**src/qlp_pkg.sv**
```systemverilog
package qlp_pkg;

   // fixed field widths
   localparam int BLK_W      = 58;
   localparam int PC_W       = 16;
   localparam int OFF_W      = 6;
   localparam int ACT_W      = 3;
   localparam int Q_W        = 16;
   localparam int CRED_W     = 5;
   localparam int RNG_W      = 32;
   localparam int DIVISOR_W  = 16;
   localparam int REWARD_W   = 8;
   localparam int MULT_W     = 8;
   localparam int SHIFT_W    = 4;
   localparam int OFFSETS_W  = 64;
   localparam int CSR_IDX_W  = 3;
   localparam int CSR_DATA_W = 64;

   // default build parameters
   localparam int DEF_PC_BITS      = 4;
   localparam int DEF_ACTION_COUNT = 8;
   localparam int DEF_EQ_DEPTH     = 16;
   localparam int DEF_Q_INITIAL    = 0;

   // random generator seed
   localparam logic [RNG_W-1:0] RNG_SEED = 32'h9E37_79B9;

   // register indexes
   localparam logic [CSR_IDX_W-1:0] CSR_EXPLORE_DIVISOR  = 3'd0;
   localparam logic [CSR_IDX_W-1:0] CSR_USEFUL_REWARD    = 3'd1;
   localparam logic [CSR_IDX_W-1:0] CSR_USELESS_REWARD   = 3'd2;
   localparam logic [CSR_IDX_W-1:0] CSR_LEARN_MULTIPLIER = 3'd3;
   localparam logic [CSR_IDX_W-1:0] CSR_LEARN_SHIFT      = 3'd4;
   localparam logic [CSR_IDX_W-1:0] CSR_DISCOUNT_SHIFT   = 3'd5;
   localparam logic [CSR_IDX_W-1:0] CSR_ACTION_OFFSETS   = 3'd6;

   // register reset values
   localparam logic [DIVISOR_W-1:0] RST_EXPLORE_DIVISOR  = 16'd100;
   localparam logic [REWARD_W-1:0]  RST_USEFUL_REWARD    = 8'd20;
   localparam logic [REWARD_W-1:0]  RST_USELESS_REWARD   = 8'hF6;
   localparam logic [MULT_W-1:0]    RST_LEARN_MULTIPLIER = 8'd1;
   localparam logic [SHIFT_W-1:0]   RST_LEARN_SHIFT      = 4'd3;
   localparam logic [SHIFT_W-1:0]   RST_DISCOUNT_SHIFT   = 4'd1;

   // saturation bounds
   localparam logic signed [Q_W-1:0] Q_MAX = 16'sh7FFF;
   localparam logic signed [Q_W-1:0] Q_MIN = -16'sh8000;

   typedef enum logic [0:0] {
      QOP_LEARN,
      QOP_ARGMAX
   } qop_type;

   typedef struct packed {
      logic                       start;
      qop_type                    op;
      logic [ACT_W-1:0]           act;
      logic signed [REWARD_W-1:0] reward;
      logic [MULT_W-1:0]          mult;
      logic [SHIFT_W-1:0]         lshift;
      logic [SHIFT_W-1:0]         dshift;
   } qcmd_type;

   typedef struct packed {
      logic             ready;
      logic             done;
      logic [ACT_W-1:0] best_idx;
   } qstat_type;

   typedef enum logic [2:0] {
      QU_CLEAR,
      QU_IDLE,
      QU_BEST,
      QU_TD,
      QU_MUL,
      QU_WR,
      QU_ARG
   } qu_state_type;

   typedef enum logic [3:0] {
      T_IDLE,
      T_QRD,
      T_QCHK,
      T_LEARN,
      T_RNG,
      T_MODE,
      T_MODA,
      T_ARG,
      T_ISSUE,
      T_ERD,
      T_ECHK,
      T_PUSH,
      T_DONE
   } top_state_type;

endpackage

```
**src/qlp_rem.sv**
```systemverilog
module qlp_rem
   import qlp_pkg::*;
(
   input  logic                 clock,
   input  logic                 reset,
   input  logic                 start,
   input  logic [RNG_W-1:0]     dividend,
   input  logic [DIVISOR_W-1:0] divisor,
   output logic                 done,
   output logic [DIVISOR_W-1:0] rem
);

   localparam int CNT_W = $clog2(RNG_W);

   logic                 running_ff;
   logic                 done_ff;
   logic [CNT_W-1:0]     cnt_ff;
   logic [RNG_W-1:0]     dv_ff;
   logic [DIVISOR_W-1:0] div_ff;
   logic [DIVISOR_W-1:0] r_ff;
   logic [DIVISOR_W:0]   trial;
   logic                 ge;
   logic [DIVISOR_W:0]   diff;

   // one restoring step per cycle
   assign trial = {r_ff, dv_ff[RNG_W-1]};
   assign ge    = trial >= {1'b0, div_ff};
   assign diff  = trial - {1'b0, div_ff};

   always_ff @(posedge clock) begin
      if (reset) begin
         running_ff <= 1'b0;
         done_ff    <= 1'b0;
         cnt_ff     <= '0;
      end else begin
         done_ff <= 1'b0;
         if (start) begin
            running_ff <= 1'b1;
            cnt_ff     <= '0;
            dv_ff      <= dividend;
            div_ff     <= divisor;
            r_ff       <= '0;
         end else if (running_ff) begin
            dv_ff  <= {dv_ff[RNG_W-2:0], 1'b0};
            r_ff   <= ge ? diff[DIVISOR_W-1:0] : trial[DIVISOR_W-1:0];
            cnt_ff <= cnt_ff + 1'b1;
            if (cnt_ff == CNT_W'(RNG_W - 1)) begin
               running_ff <= 1'b0;
               done_ff    <= 1'b1;
            end
         end
      end
   end

   assign done = done_ff;
   assign rem  = r_ff;

endmodule

```
**config.mk**
```make
export PLATFORM = sky130hd
export DESIGN_NAME = qlp_rem
export DESIGN_NICKNAME = d
export VERILOG_FILES = /design/src/qlp_pkg.sv /design/src/qlp_rem.sv
export SDC_FILE = /design/constraint.sdc
export NUM_CORES = 1
export LEC_CHECK = 0
export BUFFER_PORTS_ARGS = -buffer_cell sky130_fd_sc_hd__buf_2
export CORE_MARGIN = 1.5
export CORE_UTILIZATION = 61
export DETAILED_ROUTE_END_ITERATION = 8
export PLACE_DENSITY = 0.89
export SLEW_MARGIN = 40
export SYNTH_ARGS = -nofsm -noshare
export SYNTH_HDL_FRONTEND = slang
export SYNTH_SLANG_ARGS = --single-unit
```
**constraint.sdc**
```tcl
create_clock -name clock -period 9 [get_ports clock]
set_clock_uncertainty 0.1 [all_clocks]
set_input_delay 0.9 -clock clock [delete_from_list [all_inputs] [get_ports clock]]
set_output_delay 0.9 -clock clock [all_outputs]
set_load 0.05 [all_outputs]
```
-- Word-level counts from Yosys, hierarchy flattened
Cells that the tools add are included.
- bitwise operators: 2
- $add $sub $neg: 2
- reduce and logical (&&, ||, !) cells: 5
- muxes and demuxes: 8
- eq/ne operators: 1
- order comparisons: 1
- operators by type and width (operator ; count):
    2-to-1 mux 32 bit ; 2
    2-to-1 mux 16 bit ; 2
    greater-or-equal comparator 17 x 16 -> 1 bit ; 1
    subtractor 16 bit ; 1
    adder 5 x 1 -> 5 bit, second input constant ; 1
    equality test 5 bit, second input constant ; 1
    2-to-1 mux 1 bit ; 4
    AND reduction 2 bit ; 2
    OR reduction 3 bit ; 1
    NOT 1 bit ; 2
    nonzero test 2 bit ; 1
    OR reduction 2 bit ; 1
- logic and storage cells: 25
- output and inout port bits: 17
- input port bits: 51
- bits in registers: 71

-- Logic depth before layout (Yosys ltp)
Gate-level depths: netlist of the first run.
- word-level depth: 4
- mapped depth: 10
- depth with buffers taken out: 10

-- Least setup slack after synthesis of the first run
Ideal clock, no wire load.
- path kind: input -> register
- start point: input start
- end point: register dv_ff[0] (enable)
- setup slack: 5153 ps
- buffers on the path: 1
- cell stages on the path: 3
- data arrival time: 3293 ps
- data required time: 8446 ps
- library setup time: 454 ps
- cell sequence: buf_1 > nor2_1 > nor2_1
- word-level cells in the longest chain between the ends: 2
- RTL lines (what ; RTL line ; source):
    start: declaration ; qlp_rem.sv:6 ; input logic start,
    nonzero test 2 bit (no line) ; - ;
    AND reduction 2 bit (no line) ; - ;
    end signal: assignment ; qlp_rem.sv:40 ; dv_ff <= dividend;
    end signal: assignment ; qlp_rem.sv:44 ; dv_ff <= {dv_ff[RNG_W-2:0], 1'b0};
    end: declaration ; qlp_rem.sv:18 ; logic [RNG_W-1:0] dv_ff;
Every way passes these cells.
A chain may end at the register's enable or synchronous reset.

-- Worst setup path in the final report of the first run
- start point: register dv_ff[31]
- end point: register r_ff[14], in the netlist rem[14] (data pin)
- word-level cells in the longest chain between the ends: 3
- elaborated cells between the ends (all ways): 4
- those cells by class: add/sub (1); order compare (1); mux (2)
- RTL lines (what ; RTL line ; source):
    subtractor 16 bit or greater-or-equal comparator 17 x 16 -> 1 bit (tied branches) ; qlp_rem.sv:28, qlp_rem.sv:27 ;
    2-to-1 mux 16 bit * ; qlp_rem.sv:45 ; r_ff <= ge ? diff[DIVISOR_W-1:0] : trial[DIVISOR_W-1:0];
    2-to-1 mux 16 bit * ; qlp_rem.sv:43 ; end else if (running_ff) begin
    end signal: assignment ; qlp_rem.sv:45 ;
    end: declaration ; qlp_rem.sv:20 ; logic [DIVISOR_W-1:0] r_ff;
Mark *: on every way between the ends. The rest lies on a longest branch, timed or not. The select of a mux whose other input is x is not followed.

==> results of run 1 <==
worst max-delay path by stage:
| stage | startpoint | end | slack, ps | cells past startpoint |
|---|---|---|---|---|
| 2_1_floorplan | start | dv_ff[0] | 5150 | 3 |
| 3_3_place_gp | start | div_ff[6] | 5880 | 4 |
| 3_5_place_dp | dv_ff[31] | rem[14] | 6150 | 10 |
| 4_1_cts | dv_ff[31] | rem[14] | 6100 | 10 |
| 5_1_grt | dv_ff[31] | rem[14] | 5950 | 10 |
| 6_report | dv_ff[31] | rem[14] | 6050 | 10 |
logic make-up after synthesis:
group	Yosys count	synth area share, %
mux	34	9.35
buf+inv	39	4.66
simple gates	85	11.1
fa+ha+maj	19	6.05
compound gates	80	16.2
xor+xnor	8	1.73
flops	71	50.8
synth_stat cells (4+ instances only):
| cell type | number |
|---|---|
| nor3_1 | 13 |
| mux2_2 | 31 |
| inv_1 | 22 |
| ha_1 | 18 |
| o211ai_2 | 4 |
| dfxtp_1 | 7 |
| buf_6 | 4 |
| o21ai_1 | 7 |
| xnor2_1 | 6 |
| a21oi_1 | 14 |
| nor2_1 | 15 |
| a21oi_2 | 5 |
| edfxtp_1 | 64 |
| buf_1 | 4 |
| nand3_1 | 13 |
| nand2_1 | 13 |
| o21ai_2 | 4 |
| nand4_1 | 6 |
| or3_1 | 5 |
| o21a_1 | 5 |
| o21ai_0 | 4 |
| a211oi_1 | 4 |
power by group through the flow:
stage | clock network [uW] | registers [uW] | logic, uW
4_1_cts | 277 | 404 | 237
2_1_floorplan | 0 | 433 | 157
3_3_place_gp | 0 | 409 | 222
5_1_grt | 288 | 407 | 259
6_report | 278 | 404 | 239
3_5_place_dp | 0 | 411 | 232
stage by stage:
stage | instances | setup slack [ps]
floorplan | 336 | 5150
global placement | 465 | 5880
detailed placement | 465 | 6150
CTS | 481 | 6100
global route | 481 | 5950
finish | 481 | 6050
per-layer routing:
metal / share of wire (%) / up-vias / GRT usage (%) / wire [um]
met1: 37 / 1438 / 31.5 / 3510
met3: 7.6 / 24 / 8.16 / 712
li1: - / 1406 / - / -
met2: 53 / 128 / 48.3 / 4950
met4: 2.6 / 0 / 10.3 / 240
met5: 0 / - / 0 / 0
sequential cells by signal (all words and copies together), names as in the netlist:
name,cells
div_ff,16
running_ff,1
done,1
cnt_ff,5
rem,16
dv_ff,32
area by class of cell:
| type | instances | area share [%] |
|---|---|---|
| clock buffer | 10 | 2.76 |
| sequential | 71 | 44.6 |
| clock inverter | 6 | 1.84 |
| inverter | 22 | 1.79 |
| tap | 77 | 2.09 |
| timing repair buffer | 69 | 7.64 |
| multi-input combinational | 226 | 39.2 |
worst max-delay path, cell delays in order, from the launching register on:
cell and delay, ps:
edfxtp_1 400, inv_1 70, ha_1 160, inv_1 60, fa_1 440, a211oi_2 330
nor3_1 130, o31ai_2 390, o31ai_1 130, a311o_1 320, o2bb2ai_1 180
==> results.md, run 1 <==
- Max cap viols: 0
- Hold depth: 2
- GRT overflow: 0
- Vias per Instance: 6.23
- Final hold slack: between 400 and 500 ps
- Internal power: 635 uW
- Layout cell share with drive strength beyond 1: approximately 36%
- Core region area: 6390 um2
- #FFs+latches synth: 71
- TritonCTS clock tree: built
- Vias in the first global route: roughly 3000
- Worst setup SP type: flip-flop
- Final Net Count: ~470
- Antenna fix cells: 0
- Cell Area, Synth: 4060 um2
- Largest area contributor in the netlist: edfxtp_1
- Cell area after layout: approximately 4600 um2
- Maximum vdd ir drop: roughly 0.19 mV
- DRT Pass-1 Iters: 4
- Die Y: between 80 and 90 um
- Synth Net Count: 406
- Comb power frac: 25.9%
- Clock Sinks: roughly 70
- CP required: approximately 9000 ps
- Commonest cells after routing, fill and taps aside: buf_2 (66), edfxtp_1 (64), mux2_2 (31), inv_1 (22), ha_1 (18)
- Synth Area per Inst: 12.1 um2
- Hold path start: cnt_ff[4]
- Number of cells on the worst reg-to-reg path: 10
- Kind of critical path: flip-flop to flip-flop
- Min cycle time layout: 2950 ps
- Port bufs: 67
- Fmax: 339 MHz
- Tot GR Track Use: 27.4%
- Routed len/inst: approximately 20 um
- Worst Path Max Fanout: 3
- YS warnings: 0
- Register share of total power: 43.9%
- Fillers: a little over 400
- Clk pwr share: 30.2%
- Top cell type's share of synthesized area: 47.4%
- Number of synthesized flops with an enable pin: 64
- Critical Path AT: 2930 ps
- Fin. max-slew vios: 0
- R2r setup slk: 6050 ps
- CTS resizes: 0
- RSZ-0062 raised after global routing: false
- Outcome: finished clean
- FF-to-FF Start: dv_ff[31]
- Main flop type after synthesis: edfxtp_1
- Min-Delay Path Class: flip-flop to flip-flop
- Slew margin rel.: a little under three fifths
- Post-CTS Setup Inserts: 0
- Iter 0 DRT Violations: 298
- Initial antenna violation count: 0
- Synth top area cells: edfxtp_1 (47%), mux2_2 (8.6%), ha_1 (5.6%)
- Power consumption: between 900 and 1000 uW
- Clk Latency, worst-skew pair: approximately 340 ps
- Sum of negative setup slack: 0 ps
- Register area share after synthesis: 50.8%
- I/O pin cnt: around 70
- Cts hold-fix bufs: 0
- Max Buffers Root-to-Sink: 2
- Power Dens Cells: 200 nW/um2
- Dpl hpwl: 6420 um
- Hold EP: cnt_ff[4]
- CTS buffer count: 9
- Nature of the critical path endpoint: flip-flop
- # rows: 29
- Netlist cell types: 68
- First-pass GRT wire length: ~15000 um
- Storage cell area: between 2000 and 2500 um2
- Multi-input gate area: 1810 um2
- Clock slew at reported path FFs: ~80 ps
- Die X: approximately 85 um
- Commonest non-fill, non-tap cell in the layout: buf_2
- Capturing point of the worst reg2reg path: rem[14]
- H-tree Lvls: 3
- Placed instance area: roughly 4400 um2
- Post-Synthesis Cells: 336
- Die area: 7150 um2
- Tightest Pin Transition: 660 ps
- Setup violations, final: 0
- Switching share of power: 31.1%
- Initial Util: 63.5%
- Largest net degree at the start of global routing: 51
- Clock root buffer: clkbuf_8
- Endpoints failing hold: 0
- Routed wire length: between 9000 and 10000 um
- Layout area overhead: 13.9%
- Placer Congestion: 0.916
- Lkg Pwr: 0.00183 uW
- Period utilization: 32.8%
- Residual DRC count: 0
- Vias: 2996
- Net switching power: 287 uW
- Ys async rst share: 0%
- Routed Antenna Nets: 0
- Post-Route Utilization: 72.3%
No activity file was read; power rests on OpenSTA's default activity.
==> inputs of run 2 (changes only) <==
--- a/config.mk
+++ b/config.mk
@@ -5,11 +5,12 @@
 export SDC_FILE = /design/constraint.sdc
 export NUM_CORES = 1
 export LEC_CHECK = 0
+export ABC_AREA = 1
 export BUFFER_PORTS_ARGS = -buffer_cell sky130_fd_sc_hd__buf_2
 export CORE_MARGIN = 1.5
-export CORE_UTILIZATION = 61
+export CORE_UTILIZATION = 51
 export DETAILED_ROUTE_END_ITERATION = 8
-export PLACE_DENSITY = 0.89
+export PLACE_DENSITY = 0.79
 export SLEW_MARGIN = 40
 export SYNTH_ARGS = -nofsm -noshare
 export SYNTH_HDL_FRONTEND = slang
==> constraint.sdc (replaced) <==
create_clock -name clock -period 2.65 [get_ports clock]
set_clock_uncertainty 0.1 [all_clocks]
set_input_delay 0.265 -clock clock [delete_from_list [all_inputs] [get_ports clock]]
set_output_delay 0.265 -clock clock [all_outputs]
set_load 0.05 [all_outputs]
==> run 2 against run 1 <==
Final area is 8.1% higher. Register-to-register slack lost 5800 ps. Final cell count increased by 49%. First-iteration DRC count decreased by 56%. Count of clock-buffer cells in the layout shrank 1. Sequential share of layout area decreased by 3.3 points. Utilization decreased by 8.7 points. Critical endpoint is now rem[4].
==> results.md, run 2 <==
- Outcome: finished clean
- Core region area: 7850 um2
- Worst setup SP type: flip-flop
- Fillers: 722
- Number of synthesized flops with an enable pin: between 60 and 70
- Largest area contributor in the netlist: edfxtp_1
- Clock slew at reported path FFs: 80 ps
- Multi-input gate area: 1740 um2
- TritonCTS clock tree: built
- Count leader, synth: nand2_1
- Largest net degree at the start of global routing: 33
- Netlist cell types: 28
- Register area share after synthesis: about 50%
- Max cap viols: 0
- Tot GR Track Use: a little under a quarter
- Min-Delay Path Class: primary input to flip-flop
- Post-Synthesis Cells: 525
- YS warnings: 0
- Port bufs: 67
- Synth top area cells: edfxtp_1 (46%), nand2_1 (19%), inv_1 (7.2%)
- GRT overflow: 0
- CTS buffer count: 9
- Routed wire length: 9150 um
- Cells along the critical path: ha_1 -> nand2_1 -> inv_1 -> nand2_1 -> nor3_2 -> nand2_4 -> nand2_2 -> inv_4 -> nor2_1 -> nor2_1
- Vias: 3468
- Biggest register: dv_ff
- Maximum vdd ir drop: between 0.3 and 0.4 mV
- Fin. max-slew vios: 0
- Commonest cells after routing, fill and taps aside: nand2_1 (212), inv_1 (80), buf_2 (67), edfxtp_1 (64), nor2_1 (44)
- Clk Latency, worst-skew pair: 360 ps
- Max Buffers Root-to-Sink: 2
- Final Net Count: 682
- Antenna fix cells: 0
- Initial Util: 53.6%
- Power consumption: 3030 uW
- Vias in the first global route: 3366
- Lkg Pwr: 0.00255 uW
- Storage cell area: 2060 um2
- Period utilization: 92.3%
- Min cycle time layout: 2450 ps
- Iter 0 DRT Violations: 132
- Placer Congestion: 0.939
- CP required: 2670 ps
- Synth Area per Inst: 8.01 um2
- Sum of negative setup slack: 0 ps
- Die X: 93.8 um
- Cell Area, Synth: 4210 um2
- # rows: 32
- Layout cell share with drive strength beyond 1: between 10% and 20%
- Main flop type after synthesis: edfxtp_1
- Post-CTS Setup Inserts: 0
- Endpoints failing hold: 0
- Slew margin rel.: 55.7%
- Clock root buffer: clkbuf_8
- Max incr delay on CP: 440 ps
- Fmax: a little over 400 MHz
- Initial antenna violation count: 0
- Die area: 8800 um2
- Kind of critical path: flip-flop to flip-flop
- Critical Path AT: 2470 ps
- Commonest non-fill, non-tap cell in the layout: nand2_1
- Die Y: 93.8 um
- Routed Antenna Nets: 0
- Power Dens Cells: between 600 and 700 nW/um2
- Routed len/inst: between 10 and 15 um
- DRT Pass-1 Iters: 4
- Commonest cells post-synth: nand2_1 (212), inv_1 (81), edfxtp_1 (64)
- Worst path slowest cell: edfxtp_1
- Ys async rst share: 0%
- Vias per Instance: 4.82
- I/O pin cnt: 68
- Max reg flops: 32
- Synth Net Count: between 500 and 600
- RSZ-0062 raised after global routing: false
- Layout area overhead: 18.6%
- Top cell type's share of synthesized area: a little under half
- Setup violations, final: 0
- Nature of the critical path endpoint: flip-flop
- #FFs+latches synth: a little over 70
- Tightest Pin Transition: 664 ps
- Residual DRC count: 0
- Clock Sinks: 71
- H-tree Lvls: 3
- First-pass GRT wire length: 15400 um
- Dpl hpwl: 6640 um
- Worst Path Max Fanout: 13
[run 2: per-layer routing]
| metal | GRT usage (%) | routed length, um | vias to the layer above |
|---|---|---|---|
| li1 | - | - | 1814 |
| met1 | 28.9 | 4190 | 1554 |
| met2 | 38.5 | 4360 | 84 |
| met3 | 3.96 | 393 | 16 |
| met4 | 10.9 | 208 | 0 |
| met5 | 0 | 0 | - |
[run 2: cells by family (layout without fill, tap and decap cells)]
logic type               after synthesis  count (layout)  synth area share, %
XOR/XNOR                               6               6                 1.25
AND/OR/NAND/NOR                      317             317                 32.6
adder cells (fa/ha/maj)               19              19                 5.83
buffers and inverters                 98             190                 9.64
flip-flops                            71              71                 49.0
AO/OA/AOI/OAI                         14              14                 1.70
[run 2: critical path, delay by kind of cell (launching register included)]
| kind | cells | cell delay [ps] |
|---|---|---|
| buf+inv | 2 | 200 |
| flops | 1 | 440 |
| fa+ha+maj | 1 | 430 |
| simple gates | 7 | 1050 |
[run 2: worst paths after layout]
kind / cells past startpoint / endpoint / slack [ps] / from
worst max register to register: 10 / rem[4] / 200 / rem[8]
worst max-delay path: 10 / rem[4] / 200 / rem[8]
worst min register to register: 2 / cnt_ff[4] / 380 / cnt_ff[4]
worst min-delay path: 3 / dv_ff[2] / 70 / dividend[2]
[run 2: layout make-up]
| type | count | share of cell area (%) |
|---|---|---|
| sequential | 71 | 41.3 |
| multi-input combinational | 356 | 34.8 |
| timing repair buffer | 90 | 11.0 |
| inverter | 84 | 6.37 |
| tap | 102 | 2.56 |
| clock buffer | 9 | 2.48 |
| clock inverter | 7 | 1.45 |
[run 2: power breakdown]
| group | switching, uW | leakage [uW] | internal, uW |
|---|---|---|---|
| Sequential | 36.0 | 0.000672 | 1320 |
| Combinational | 517 | 0.00178 | 267 |
| Clock | 450 | 0.0000972 | 436 |
[run 2: stage by stage]
step / hold WS [ps] / utilization, % / area, um2 / cells / setup WS (ps)
after floorplan: 264 / - / 4210 / 525 / 410
after global placement: 344 / 59.0 / 4630 / 687 / 193
after detailed placement: 344 / 59.0 / 4630 / 687 / 175
after CTS: 52.1 / 63.6 / 4990 / 719 / 168
after global routing: 67.9 / 63.6 / 4990 / 719 / 6.76
final: 69.2 / 63.6 / 4990 / 719 / 203
[run 2: what timing repair did]
item / in CTS / in global routing
setup endpoints to repair: 0 / 9
hold endpoints to repair: 16 / 0
hold buffers: 16 / 0
resized for setup: 0 / 1
